### config.mk
export PLATFORM = sky130hd
export DESIGN_NAME = char_lcd_write_sequencer_core
export DESIGN_NICKNAME = d
export VERILOG_FILES = /design/src/rtl/core/clws_pkg.sv /design/src/rtl/core/clws_front.sv /design/src/rtl/core/clws_queue.sv /design/src/rtl/core/clws_back.sv /design/src/rtl/core/char_lcd_write_sequencer_core.sv
export VERILOG_INCLUDE_DIRS = /design/src /design/src/rtl/core
export SDC_FILE = /design/constraint.sdc
export NUM_CORES = 1
export LEC_CHECK = 0
export BUFFER_PORTS_ARGS = -buffer_cell sky130_fd_sc_hd__buf_4
export CAP_MARGIN = 20
export CORE_MARGIN = 2
export CORE_UTILIZATION = 70
export CTS_CLUSTER_DIAMETER = 80
export DETAILED_ROUTE_END_ITERATION = 10
export PLACE_DENSITY = 0.88
export SKIP_CTS_REPAIR_TIMING = 1
export SLEW_MARGIN = 10
export SYNTH_ARGS = -nofsm -noshare
export SYNTH_HDL_FRONTEND = slang
export SYNTH_SLANG_ARGS = --single-unit
### constraint.sdc
create_clock -name clk -period 14.93 [get_ports clk]
set_input_delay 0 -clock clk [delete_from_list [all_inputs] [get_ports clk]]
set_output_delay 0 -clock clk [all_outputs]
set_load 0.02 [all_outputs]
### src/rtl/core/char_lcd_write_sequencer_core_assert.svh
// ----------------------------------------------------------------------------
// Assertion macros for the character LCD write sequencer core
// Implication checks, clocked on the rising edge and disabled during reset.
// ----------------------------------------------------------------------------
`ifndef CHAR_LCD_WRITE_SEQUENCER_CORE_ASSERT_SVH
`define CHAR_LCD_WRITE_SEQUENCER_CORE_ASSERT_SVH

// Consequence must hold in the same cycle as the antecedent
`define CLWS_ASSERT_SAME(label, clk, rst_n, ante, cons) \
	label: assert property (@(posedge clk) disable iff (!rst_n) (ante) |-> (cons)) \
		else $error("clws same-cycle check failed");

// Consequence must hold in the cycle after the antecedent
`define CLWS_ASSERT_NEXT(label, clk, rst_n, ante, cons) \
	label: assert property (@(posedge clk) disable iff (!rst_n) (ante) |=> (cons)) \
		else $error("clws next-cycle check failed");

`endif

### src/rtl/core/clws_pkg.sv
`timescale 1ns / 1ps
// ----------------------------------------------------------------------------
// clws_pkg
// Shared types and constants of the character LCD write sequencer.
// ----------------------------------------------------------------------------
package clws_pkg;

	// Request kinds
	localparam logic [2:0] FUNC_DATA   = 3'd0;
	localparam logic [2:0] FUNC_CMD    = 3'd1;
	localparam logic [2:0] FUNC_CURSOR = 3'd2;
	localparam logic [2:0] FUNC_DEC    = 3'd3;
	localparam logic [2:0] FUNC_INIT   = 3'd4;

	// Configuration register indexes
	localparam logic [2:0] CFG_EIGHT_BIT_BUS = 3'd0;
	localparam logic [2:0] CFG_TWO_LINES     = 3'd1;
	localparam logic [2:0] CFG_LARGE_FONT    = 3'd2;
	localparam logic [2:0] CFG_DISPLAY_ON    = 3'd3;
	localparam logic [2:0] CFG_CURSOR_ON     = 3'd4;
	localparam logic [2:0] CFG_BLINK_ON      = 3'd5;

	// LCD command and character constants
	localparam logic [7:0] FUNC_SET_BASE  = 8'h20;
	localparam logic [7:0] DISP_CTRL_BASE = 8'h08;
	localparam logic [7:0] CLEAR_CMD      = 8'h01;
	localparam logic [7:0] ASCII_ZERO     = 8'h30;
	localparam logic [5:0] INIT_WAIT_MS   = 6'd40;

	// Reciprocal of ten, scaled by 2^35
	localparam logic [31:0] RECIP_TEN = 32'hCCCC_CCCD;
	localparam int          RECIP_SHIFT = 35;

	// Defaults and sizes
	localparam int MAX_DIGITS_DEF = 10;
	localparam int QUEUE_DEPTH    = 4;
	localparam int QPTR_W         = $clog2(QUEUE_DEPTH);
	localparam int QCNT_W         = $clog2(QUEUE_DEPTH + 1);

	// Configuration bits
	typedef struct packed {
		logic eight_bit_bus;
		logic two_lines;
		logic large_font;
		logic display_on;
		logic cursor_on;
		logic blink_on;
	} clws_cfg_t;

	// One byte job from the front to the back
	typedef struct packed {
		logic       rs;
		logic [7:0] val;
		logic [5:0] wait_ms;
		logic       last;
		logic       single;
	} clws_job_t;

endpackage

### src/rtl/core/clws_front.sv
`timescale 1ns / 1ps
// ----------------------------------------------------------------------------
// clws_front
// Accepts requests, converts decimals and pushes byte jobs to the queue.
// ----------------------------------------------------------------------------
module clws_front #(
	parameter int MAX_DIGITS = clws_pkg::MAX_DIGITS_DEF
) (
	input  logic                clk,
	input  logic                arst_n,
	input  clws_pkg::clws_cfg_t cfg,
	input  logic                in_valid,
	output logic                in_stall,
	input  logic [2:0]          func,
	input  logic [7:0]          byte_value,
	input  logic                row,
	input  logic [5:0]          column,
	input  logic [31:0]         number,
	output logic                push_valid,
	output clws_pkg::clws_job_t push_job,
	input  logic                q_full
);
	import clws_pkg::*;

	localparam int IDX_W = (MAX_DIGITS > 1) ? $clog2(MAX_DIGITS) : 1;
	localparam int CNT_W = $clog2(MAX_DIGITS + 1);
	localparam logic [CNT_W-1:0] CNT_MAX = CNT_W'(MAX_DIGITS);
	localparam logic [CNT_W-1:0] CNT_ONE = CNT_W'(1);

	typedef enum logic [2:0] {
		F_IDLE,
		F_SIMPLE,
		F_INIT,
		F_MUL,
		F_DIG,
		F_EMIT
	} front_state_t;

	front_state_t     state_q;
	clws_job_t        job_q;
	logic [1:0]       step_q;
	logic [31:0]      v_q;
	logic [28:0]      prod_q;
	logic [CNT_W-1:0] cnt_q;
	logic [3:0]       dig_q [MAX_DIGITS];

	logic             accept;
	logic [63:0]      prod_full;
	logic [31:0]      q10;
	logic [31:0]      rem_full;
	logic [CNT_W-1:0] cnt_inc;
	logic [CNT_W-1:0] cnt_dec;
	logic [7:0]       fset;
	logic [7:0]       dctl;
	clws_job_t        init_job;

	assign accept   = in_valid && !in_stall;
	assign in_stall = (state_q != F_IDLE);

	// Divide by ten: reciprocal multiply, then remainder from the quotient
	assign prod_full = v_q * RECIP_TEN;
	assign q10       = ({3'b000, prod_q} << 3) + ({3'b000, prod_q} << 1);
	assign rem_full  = v_q - q10;
	assign cnt_inc   = cnt_q + CNT_ONE;
	assign cnt_dec   = cnt_q - CNT_ONE;

	// Build init commands from the configuration
	assign fset = FUNC_SET_BASE | {3'b000, cfg.eight_bit_bus, cfg.two_lines,
		cfg.large_font, 2'b00};
	assign dctl = DISP_CTRL_BASE | {5'b00000, cfg.display_on, cfg.cursor_on,
		cfg.blink_on};

	always_comb begin
		init_job = '0;
		unique case (step_q)
			2'd0: begin
				init_job.val     = FUNC_SET_BASE;
				init_job.wait_ms = INIT_WAIT_MS;
				init_job.single  = 1'b1;
			end
			2'd1: begin
				init_job.val     = fset;
				init_job.wait_ms = cfg.eight_bit_bus ? INIT_WAIT_MS : 6'd0;
			end
			2'd2: begin
				init_job.val = dctl;
			end
			2'd3: begin
				init_job.val  = CLEAR_CMD;
				init_job.last = 1'b1;
			end
		endcase
	end

	// Select the job offered to the queue
	always_comb begin
		push_valid = 1'b0;
		push_job   = job_q;
		unique case (state_q)
			F_SIMPLE: begin
				push_valid = 1'b1;
			end
			F_INIT: begin
				push_valid = 1'b1;
				push_job   = init_job;
			end
			F_EMIT: begin
				push_valid       = 1'b1;
				push_job         = '0;
				push_job.rs      = 1'b1;
				push_job.val     = ASCII_ZERO + {4'h0, dig_q[cnt_dec[IDX_W-1:0]]};
				push_job.last    = (cnt_q == CNT_ONE);
			end
			default: begin
				push_valid = 1'b0;
			end
		endcase
	end

	// Sequence the request
	always_ff @(posedge clk or negedge arst_n) begin
		if (!arst_n) begin
			state_q <= F_IDLE;
			step_q  <= 2'd0;
			cnt_q   <= '0;
		end else begin
			unique case (state_q)
				F_IDLE: begin
					if (accept) begin
						unique case (func)
							FUNC_DATA: begin
								job_q   <= '{rs: 1'b1, val: byte_value, wait_ms: 6'd0,
									last: 1'b1, single: 1'b0};
								state_q <= F_SIMPLE;
							end
							FUNC_CMD: begin
								job_q   <= '{rs: 1'b0, val: byte_value, wait_ms: 6'd0,
									last: 1'b1, single: 1'b0};
								state_q <= F_SIMPLE;
							end
							FUNC_CURSOR: begin
								job_q   <= '{rs: 1'b0, val: {1'b1, row, column}, wait_ms: 6'd0,
									last: 1'b1, single: 1'b0};
								state_q <= F_SIMPLE;
							end
							FUNC_DEC: begin
								v_q     <= number;
								cnt_q   <= '0;
								state_q <= F_MUL;
							end
							FUNC_INIT: begin
								step_q  <= cfg.eight_bit_bus ? 2'd1 : 2'd0;
								state_q <= F_INIT;
							end
							default: begin
								state_q <= F_IDLE;
							end
						endcase
					end
				end
				F_SIMPLE: begin
					if (!q_full) state_q <= F_IDLE;
				end
				F_INIT: begin
					if (!q_full) begin
						step_q <= step_q + 2'd1;
						if (step_q == 2'd3) state_q <= F_IDLE;
					end
				end
				F_MUL: begin
					prod_q  <= prod_full[63:RECIP_SHIFT];
					state_q <= F_DIG;
				end
				F_DIG: begin
					dig_q[cnt_q[IDX_W-1:0]] <= rem_full[3:0];
					v_q   <= {3'b000, prod_q};
					cnt_q <= cnt_inc;
					if (prod_q == '0 || cnt_inc == CNT_MAX) state_q <= F_EMIT;
					else state_q <= F_MUL;
				end
				F_EMIT: begin
					if (!q_full) begin
						cnt_q <= cnt_dec;
						if (cnt_q == CNT_ONE) state_q <= F_IDLE;
					end
				end
				default: begin
					state_q <= F_IDLE;
				end
			endcase
		end
	end

endmodule

### src/rtl/core/clws_queue.sv
`timescale 1ns / 1ps
// ----------------------------------------------------------------------------
// clws_queue
// Small job FIFO between the front and the back.
// ----------------------------------------------------------------------------
module clws_queue (
	input  logic                clk,
	input  logic                arst_n,
	input  logic                push_valid,
	input  clws_pkg::clws_job_t push_job,
	output logic                full,
	input  logic                pop,
	output logic                empty,
	output clws_pkg::clws_job_t head
);
	import clws_pkg::*;

	localparam logic [QCNT_W-1:0] DEPTH_CNT = QCNT_W'(QUEUE_DEPTH);

	clws_job_t         mem_q [QUEUE_DEPTH];
	logic [QPTR_W-1:0] wr_q;
	logic [QPTR_W-1:0] rd_q;
	logic [QCNT_W-1:0] cnt_q;
	logic              do_push;
	logic              do_pop;

	assign full    = (cnt_q == DEPTH_CNT);
	assign empty   = (cnt_q == '0);
	assign head    = mem_q[rd_q];
	assign do_push = push_valid && !full;
	assign do_pop  = pop && !empty;

	// Store pushed jobs
	always_ff @(posedge clk) begin
		if (do_push) mem_q[wr_q] <= push_job;
	end

	// Advance pointers and fill count
	always_ff @(posedge clk or negedge arst_n) begin
		if (!arst_n) begin
			wr_q  <= '0;
			rd_q  <= '0;
			cnt_q <= '0;
		end else begin
			if (do_push) wr_q <= wr_q + QPTR_W'(1);
			if (do_pop) rd_q <= rd_q + QPTR_W'(1);
			if (do_push && !do_pop) cnt_q <= cnt_q + QCNT_W'(1);
			else if (do_pop && !do_push) cnt_q <= cnt_q - QCNT_W'(1);
		end
	end

endmodule

### src/rtl/core/clws_back.sv
`timescale 1ns / 1ps
// ----------------------------------------------------------------------------
// clws_back
// Turns byte jobs into enable strobes and holds them in the output register.
// ----------------------------------------------------------------------------
module clws_back (
	input  logic                clk,
	input  logic                arst_n,
	input  logic                eight_bit_bus,
	input  logic                q_empty,
	input  clws_pkg::clws_job_t q_head,
	output logic                pop,
	output logic                out_valid,
	input  logic                out_stall,
	output logic                reg_select,
	output logic [7:0]          bus_value,
	output logic [5:0]          wait_before_ms,
	output logic                last
);
	import clws_pkg::*;

	typedef enum logic [1:0] {
		B_IDLE,
		B_FIRST,
		B_SECOND
	} back_state_t;

	back_state_t state_q;
	clws_job_t   cur_q;
	logic        out_valid_q;
	logic        rs_q;
	logic [7:0]  val_q;
	logic [5:0]  wait_q;
	logic        last_q;
	logic        out_free;
	logic        two_strobe;
	logic        emit;

	assign out_free   = !out_valid_q || !out_stall;
	assign two_strobe = !eight_bit_bus && !cur_q.single;
	assign pop        = (state_q == B_IDLE) && !q_empty;
	assign emit       = ((state_q == B_FIRST) || (state_q == B_SECOND)) && out_free;

	assign out_valid      = out_valid_q;
	assign reg_select     = rs_q;
	assign bus_value      = val_q;
	assign wait_before_ms = wait_q;
	assign last           = last_q;

	// Take a job, emit its one or two strobes, drop the word once taken
	always_ff @(posedge clk or negedge arst_n) begin
		if (!arst_n) begin
			state_q     <= B_IDLE;
			out_valid_q <= 1'b0;
		end else begin
			if (out_valid_q && !out_stall && !emit) out_valid_q <= 1'b0;
			unique case (state_q)
				B_IDLE: begin
					if (!q_empty) begin
						cur_q   <= q_head;
						state_q <= B_FIRST;
					end
				end
				B_FIRST: begin
					if (out_free) begin
						out_valid_q <= 1'b1;
						rs_q        <= cur_q.rs;
						val_q       <= cur_q.val;
						wait_q      <= cur_q.wait_ms;
						last_q      <= cur_q.last && !two_strobe;
						state_q     <= two_strobe ? B_SECOND : B_IDLE;
					end
				end
				B_SECOND: begin
					if (out_free) begin
						out_valid_q <= 1'b1;
						rs_q        <= cur_q.rs;
						val_q       <= {cur_q.val[3:0], 4'h0};
						wait_q      <= 6'd0;
						last_q      <= cur_q.last;
						state_q     <= B_IDLE;
					end
				end
				default: begin
					state_q <= B_IDLE;
				end
			endcase
		end
	end

endmodule

### src/rtl/core/char_lcd_write_sequencer_core.sv
`timescale 1ns / 1ps
// ----------------------------------------------------------------------------
// char_lcd_write_sequencer_core
// Character LCD bus master: requests in, one word per enable strobe out.
// ----------------------------------------------------------------------------
// Input channel (in_valid/in_stall): func selects data, command, set cursor,
// decimal print or init; byte_value, row, column and number are its operands.
// Output channel (out_valid/out_stall): one word per strobe with reg_select,
// bus_value, wait_before_ms (40 on the first strobe of an init) and last.
// Config channel (cfg_valid/cfg_ready, cfg_index, cfg_data): bit 0 of the
// data is written; ready is always high; write only while idle.
// The front takes one request at a time and stalls until its byte jobs are
// queued; for a decimal it runs a divide-by-ten loop per digit (one multiply,
// one remainder step) and then queues the digits. A four-entry queue feeds the
// back, which takes a job from the queue only while idle and then registers
// its one or two strobes, so it takes no new job until the last strobe of the
// current one is registered. The first strobe of a simple request passes the
// front's job register, the queue, the back's job register and the output register.
// When the receiver stalls, the output word holds, the queue fills and then
// the front holds in_stall high. Reset empties the queue and output register
// and loads the configuration defaults: 8-bit bus, two lines, display on.
// ----------------------------------------------------------------------------
module char_lcd_write_sequencer_core #(
	parameter int MAX_DIGITS = clws_pkg::MAX_DIGITS_DEF
) (
	input  logic        clk,
	input  logic        arst_n,
	input  logic        in_valid,
	output logic        in_stall,
	input  logic [2:0]  func,
	input  logic [7:0]  byte_value,
	input  logic        row,
	input  logic [5:0]  column,
	input  logic [31:0] number,
	output logic        out_valid,
	input  logic        out_stall,
	output logic        reg_select,
	output logic [7:0]  bus_value,
	output logic [5:0]  wait_before_ms,
	output logic        last,
	input  logic        cfg_valid,
	output logic        cfg_ready,
	input  logic [2:0]  cfg_index,
	input  logic [7:0]  cfg_data
);
	import clws_pkg::*;

	`include "char_lcd_write_sequencer_core_assert.svh"

	clws_cfg_t cfg_q;
	logic      push_valid;
	clws_job_t push_job;
	logic      q_full;
	logic      q_empty;
	clws_job_t q_head;
	logic      pop;

	assign cfg_ready = 1'b1;

	// Hold configuration bits
	always_ff @(posedge clk or negedge arst_n) begin
		if (!arst_n) begin
			cfg_q.eight_bit_bus <= 1'b1;
			cfg_q.two_lines     <= 1'b1;
			cfg_q.large_font    <= 1'b0;
			cfg_q.display_on    <= 1'b1;
			cfg_q.cursor_on     <= 1'b0;
			cfg_q.blink_on      <= 1'b0;
		end else if (cfg_valid && cfg_ready) begin
			unique case (cfg_index)
				CFG_EIGHT_BIT_BUS: cfg_q.eight_bit_bus <= cfg_data[0];
				CFG_TWO_LINES:     cfg_q.two_lines     <= cfg_data[0];
				CFG_LARGE_FONT:    cfg_q.large_font    <= cfg_data[0];
				CFG_DISPLAY_ON:    cfg_q.display_on    <= cfg_data[0];
				CFG_CURSOR_ON:     cfg_q.cursor_on     <= cfg_data[0];
				CFG_BLINK_ON:      cfg_q.blink_on      <= cfg_data[0];
				default: begin
				end
			endcase
		end
	end

	clws_front #(
		.MAX_DIGITS(MAX_DIGITS)
	) u_front (
		.clk       (clk),
		.arst_n    (arst_n),
		.cfg       (cfg_q),
		.in_valid  (in_valid),
		.in_stall  (in_stall),
		.func      (func),
		.byte_value(byte_value),
		.row       (row),
		.column    (column),
		.number    (number),
		.push_valid(push_valid),
		.push_job  (push_job),
		.q_full    (q_full)
	);

	clws_queue u_queue (
		.clk       (clk),
		.arst_n    (arst_n),
		.push_valid(push_valid),
		.push_job  (push_job),
		.full      (q_full),
		.pop       (pop),
		.empty     (q_empty),
		.head      (q_head)
	);

	clws_back u_back (
		.clk           (clk),
		.arst_n        (arst_n),
		.eight_bit_bus (cfg_q.eight_bit_bus),
		.q_empty       (q_empty),
		.q_head        (q_head),
		.pop           (pop),
		.out_valid     (out_valid),
		.out_stall     (out_stall),
		.reg_select    (reg_select),
		.bus_value     (bus_value),
		.wait_before_ms(wait_before_ms),
		.last          (last)
	);

	// Back never pops an empty queue
	`CLWS_ASSERT_SAME(a_no_pop_empty, clk, arst_n, pop, !q_empty)
	// A valid request keeps the front busy in the next cycle
	`CLWS_ASSERT_NEXT(a_busy_after_req, clk, arst_n,
		in_valid && !in_stall && (func == FUNC_DATA || func == FUNC_CMD ||
		func == FUNC_CURSOR || func == FUNC_DEC || func == FUNC_INIT), in_stall)
	// Only the init wait is ever reported, and only on a command strobe
	`CLWS_ASSERT_SAME(a_wait_is_init, clk, arst_n, out_valid && wait_before_ms != 6'd0,
		!reg_select && wait_before_ms == INIT_WAIT_MS && !last)
	// After a pop the queue is never full, so a pending push is not blocked
	`CLWS_ASSERT_NEXT(a_back_takes_job, clk, arst_n, pop, !q_full || !push_valid || pop)

endmodule
Word level (Yosys, flattened, before mapping):

Memory sizes are Yosys's and may differ from the RTL's. A register that Yosys moved wholly into a read port is not among the register bits.
Index checks and enable logic that the tools add are counted.

* register bits after elaboration: 119
* RAM bits: 108
* input bits: 66
* logic and storage cells: 183
* memories kept: 2

Memories
* u_queue.mem_q: depth 4, width 17, rd ports 1, clocked after Yosys merged registers in 1, write ports 1, RTL line clws_queue.sv:20 `clws_job_t mem_q [QUEUE_DEPTH];`
* u_front.dig_q: depth 10, width 4, rd ports 1, clocked after Yosys merged registers in 0, write ports 1, RTL line clws_front.sv:45 `logic [3:0] dig_q [MAX_DIGITS];`

* $add $sub $neg: 10
* multiply operators: 1
* equality and inequality tests: 33
* muxes and demuxes: 52
* bitwise logic cells: 1
* reductions and logical operators: 59

Operator list (number)
* $mul A32 B32 Y64 const B: 1
* $mux W32: 2
* $pmux W32 S2: 1
* $pmux W17 S3: 1
* $pmux W17 S2: 1
* $pmux W8 S4: 1
* $logic_not A29 Y1: 1
* $mux W3: 9
* $pmux W6 S2: 2
* $reduce_and A4 Y1: 5
* $eq A3 B2 Y1 const B: 6
* $eq A3 B3 Y1 const B: 6
* $mux W6: 3
* $pmux W3 S6: 1
* $mux W8: 2
* $pmux W8 S2: 1
* $mux W2: 7
* $reduce_and A2 Y1: 7
* $mux W1: 13
* $logic_and A1 B1 Y1: 12
* $logic_not A3 Y1: 4
* $mux W4: 3
* $ne A2 B2 Y1 const B: 6
* $pmux W2 S3: 2
* other kinds (27): 59

Logic depth before layout (Yosys ltp):

* depth after elaboration: 8
* mapped depth: 25
* gate-level depth less buffers: 24

Cells and area by module:

A second synthesis with hierarchy kept.

* cell total of the unflattened synthesis: 2214
* area total of the unflattened synthesis: 26035.0 um2

Modules (own cells, without submodules)
* clws_front: times used 1, cells an instance 1998, area each 21449.3 um2, sequential area each 3528.4 um2
* clws_queue: times used 1, cells an instance 125, area each 2925.3 um2, sequential area each 2217.1 um2
* clws_back: times used 1, cells an instance 71, area each 1346.3 um2, sequential area each 1066.0 um2
* char_lcd_write_sequencer_core: times used 1, cells an instance 20, area each 314.1 um2, sequential area each 153.9 um2

Worst setup path after synthesis:

OpenSTA, ideal clock, no wires.

* path type: reg-to-reg
* start: register u_front.v_q[18]
* end: register u_front.prod_q[28] (data pin)
* library setup time: 0.260 ns
* arrival: 6.536 ns
* data required time: 14.670 ns
* slack: 8.134 ns
* stages on the path, launching flop included: 25
* path buffers: 0
* path through: edfxtp_1 ha_1 inv_1 fa_1 inv_1 fa_1 inv_1 fa_1 inv_1 fa_1 fa_1 fa_1 inv_1 fa_1 inv_1 ha_1 and4_1 and3_1 nand4_1 a2111oi_2 a211oi_2 a31o_1 a21boi_2 o221ai_1 xnor2_1

* cells in the longest elaborated chain, start to end: 1

RTL lines
* start: declaration: RTL line clws_front.sv:42 `logic [31:0] v_q;`
* start signal: assignment: RTL line clws_front.sv:147 `v_q <= number;`
* start signal: assignment: RTL line clws_front.sv:176 `v_q <= {3'b000, prod_q};`
* $mul A32 B32 Y64: RTL line clws_front.sv:61 `assign prod_full = v_q * RECIP_TEN;`
* via u_front.prod_full[63]: RTL line clws_front.sv:48 `logic [63:0] prod_full;`
* end signal: assignment: RTL line clws_front.sv:171 `prod_q <= prod_full[63:RECIP_SHIFT];`
* end: declaration: RTL line clws_front.sv:43 `logic [28:0] prod_q;`

The timed path passes the listed nets, and every way through them passes these cells.
A chain may end at the register's enable or synchronous reset.

Final worst setup path:

* start: register u_front.v_q[7]
* end: register u_front.prod_q[27] (data pin)

The elaborated chain is that of the path after synthesis.

==> flow_metrics.env <==
export IMPL_status="finished, violations left"
export IMPL_violations="negative hold slack"
export IMPL_critPathLaunchType="flip-flop"
export IMPL_ys_types=78
export IMPL_rows=70
export IMPL_min_path_cells=4
export IMPL_cts_buffer_depth=3
export IMPL_yosysTopAreaCellShare=0.303
export IMPL_synth_warnings=0
export IMPL_clockRootBuffer="clkbuf_16"
export IMPL_drt_iter0_drc=1976
export IMPL_die_h_um=195
export IMPL_grt_overflow=0
export IMPL_synth_most_common_cell="inv_1"
export IMPL_drc=0
export IMPL_cp_data_required_time_ns=15.21
export IMPL_post_synth_mux_area_share=0.0411
export IMPL_dp_final_hpwl_um=56800
export IMPL_synth_simple_gate_area_frac=0.0561
export IMPL_ys_seq_area_frac=0.237
export IMPL_coreArea_sq_um=36300
export IMPL_async_reset_ff_frac=0.121
export IMPL_hold_class="in -> reg"
export IMPL_ys_top_cells_by_count="inv_1, fa_1, ha_1"
export IMPL_min_period_over_period=0.547
export IMPL_grt_pass1_vias=18600
export IMPL_grt_pass1_wl_um=105000
export IMPL_cts_buffers=18
export IMPL_avgViaCountPerCell=6.28
export IMPL_clkSlewWorstSetupHoldPaths_ns=0.08
export IMPL_nets=3203
export IMPL_critPathMaxFanout=9
export IMPL_cpMostUsedCell="fa_1"
export IMPL_drtAntennaViolNets=0
export IMPL_crit_path_top_delay_cell="edfxtp_1"
export IMPL_start_util=0.705
export IMPL_cts_tree="yes"
export IMPL_io_pins=85
export IMPL_die_area_sq_um=38100
export IMPL_grt_start_max_net_pins=39
export IMPL_dr_pass1_iters=8
export IMPL_yosys_register_bits=206
export IMPL_path_cells="ha_1, xnor2_1, o21ai_0, fa_1, inv_1, fa_1, fa_1, inv_1, fa_1, fa_1, fa_1, ha_1, a21oi_1, o21ai_1, a311oi_1, o211ai_1, a211oi_2, a31o_1, a21boi_2, nand2b_1, a311oi_1"
export IMPL_multi_input_area_sq_um=17300
export IMPL_drive_above_1_share=0.0840
export IMPL_ys_dominant_reg_cell="edfxtp_1"
export IMPL_totalWireLength_um=72700
export IMPL_synthTopCellsByArea="fa_1, edfxtp_1, ha_1, inv_1, mux2_2"
export IMPL_area_delta_synth_final_pct=8.76
export IMPL_worst_pin_slew_ns=1.25
export IMPL_synth_adder_area_share=0.483
export IMPL_finalSetupTns_ns=0
export IMPL_synth_compound_area_frac=0.0635
export IMPL_synth_xor_area_share=0.0297
export IMPL_netlist_instances=2260
export IMPL_fp_dieW_um=195
export IMPL_synth_edf_count=181
export IMPL_period_minus_slack_ns=8.16
export IMPL_cp_arrival_ns=8.44
export IMPL_insertion_delay_ns=0.50
export IMPL_finalSetupViolCount=0
export IMPL_hold_viol=1
export IMPL_synth_top_family_by_area="adder cells"
export IMPL_regArea_sq_um=6060
export IMPL_cts_htree_levels=1
export IMPL_drv_cap=0
export IMPL_gp_congestion=1.00
export IMPL_fmax_mhz=123
export IMPL_critPathKind="reg -> reg"
export IMPL_synth_avg_cell_area_sq_um=11.3
export IMPL_port_buffers=72
export IMPL_vias=18000
export IMPL_whs_ns=-0.0143
export IMPL_rsz0062_at_grt="no"
export IMPL_grt_usage=0.372
export IMPL_antenna_found_initial=0
export IMPL_end_kind="flip-flop"
export IMPL_slew_violations=0
export IMPL_slowest_delay_ns=0.66
export IMPL_numClockSinks=206
export IMPL_yosysTopAreaCell="fa_1"
export IMPL_finClkSkew_ns=0.0163
export IMPL_routedWlPerCell_um=25.4
export IMPL_fill_cells=2256
export IMPL_syn_cell_area_sq_um=25600
export IMPL_max_slew_margin=0.163
export IMPL_r2r_cells=21
-- metal layers --
metal,up-vias,track usage,share of wire
met5,-,0,0
met4,0,0.187,0.080
met3,328,0.0513,0.089
met2,1186,0.609,0.47
met1,8863,0.494,0.36
li1,7578,-,-
-- layout by cell type (no fill, tap or decap), drive strengths merged, types with 21 or more instances in the layout --
master	count
mux2	49
a21oi	79
ha	368
dfrtp	22
dlygate4sd3	60
a21o	37
edfxtp	181
xor2	43
nand2	78
fa	388
nor3	21
nor2	65
clkbuf	22
inv	561
o21ai	43
xnor2	44
buf	78
-- logic make-up after synthesis --
| logic type | after synthesis |
|---|---|
| flops | 206 |
| fa+ha+maj | 756 |
| buf+inv | 602 |
| simple gates | 290 |
| other cells | 2 |
| compound gates | 243 |
| mux | 74 |
| xor+xnor | 87 |
-- critical path, delay by kind of cell (launching register included) --
kind,cells,cell delay (ns)
DFF,1,0.66
and+or+nand+nor,1,0.25
xor gates and xnor gates,1,0.61
buffers and inverters,2,0.15
adders and majority gates,8,3.91
AOI/OAI and AO/OA,9,2.36
-- flip-flops by register name, summed over array words and instances (netlist names), 4 cells and up --
signal and count:
u_front.dig_q 40, cfg_q 6, u_back.bus_value 8, u_queue.mem_q 48, u_front.v_q 32, u_front.job_q 9
u_front.cnt_q 4, u_front.prod_q 29, u_back.cur_q 12
-- final cells by class --
cell class,count,area share
Antenna cell,1,0.0000898
Clock inverter,10,0.00391
Sequential cell,206,0.218
Clock buffer,21,0.0173
Multi-Input combinational cell,1455,0.621
Inverter,561,0.0756
Tap cell,468,0.0210
Timing Repair Buffer,139,0.0433
-- worst paths after layout --
| check | from | end | slack (ns) |
|---|---|---|---|
| worst max-delay path | u_front.v_q[7] | u_front.prod_q[27] | 6.77 |
| worst min-delay path | cfg_valid | cfg_q[1] | -0.01 |
| worst max register to register | u_front.v_q[7] | u_front.prod_q[27] | 6.77 |
| worst min register to register | u_back.cur_q[16] | u_back.reg_select | 0.46 |
| max in group asynchronous | arst_n | cfg_q[2] | 14.57 |
| min in group asynchronous | arst_n | u_queue.cnt_q[1] | 0 |
-- through the flow --
stage | hold slack [ns] | std cells | setup WS, ns | utilization | cell area, sq um
finish | -0.0143 | 2861 | 6.77 | 0.766 | 27900
global route | 0.00941 | 2860 | 6.58 | 0.766 | 27900
CTS | -0.538 | 2795 | 6.99 | 0.748 | 27200
detailed placement | -0.0351 | 2764 | 7.04 | 0.732 | 26600
global placement | -0.0425 | 2764 | 7.18 | 0.732 | 26600
floorplan | -0.296 | 2263 | 8.13 | - | 25600
Power is left out: the tool's default activity adds up to more than one toggle a clock period on the data nets, which glitch-free logic cannot reach.
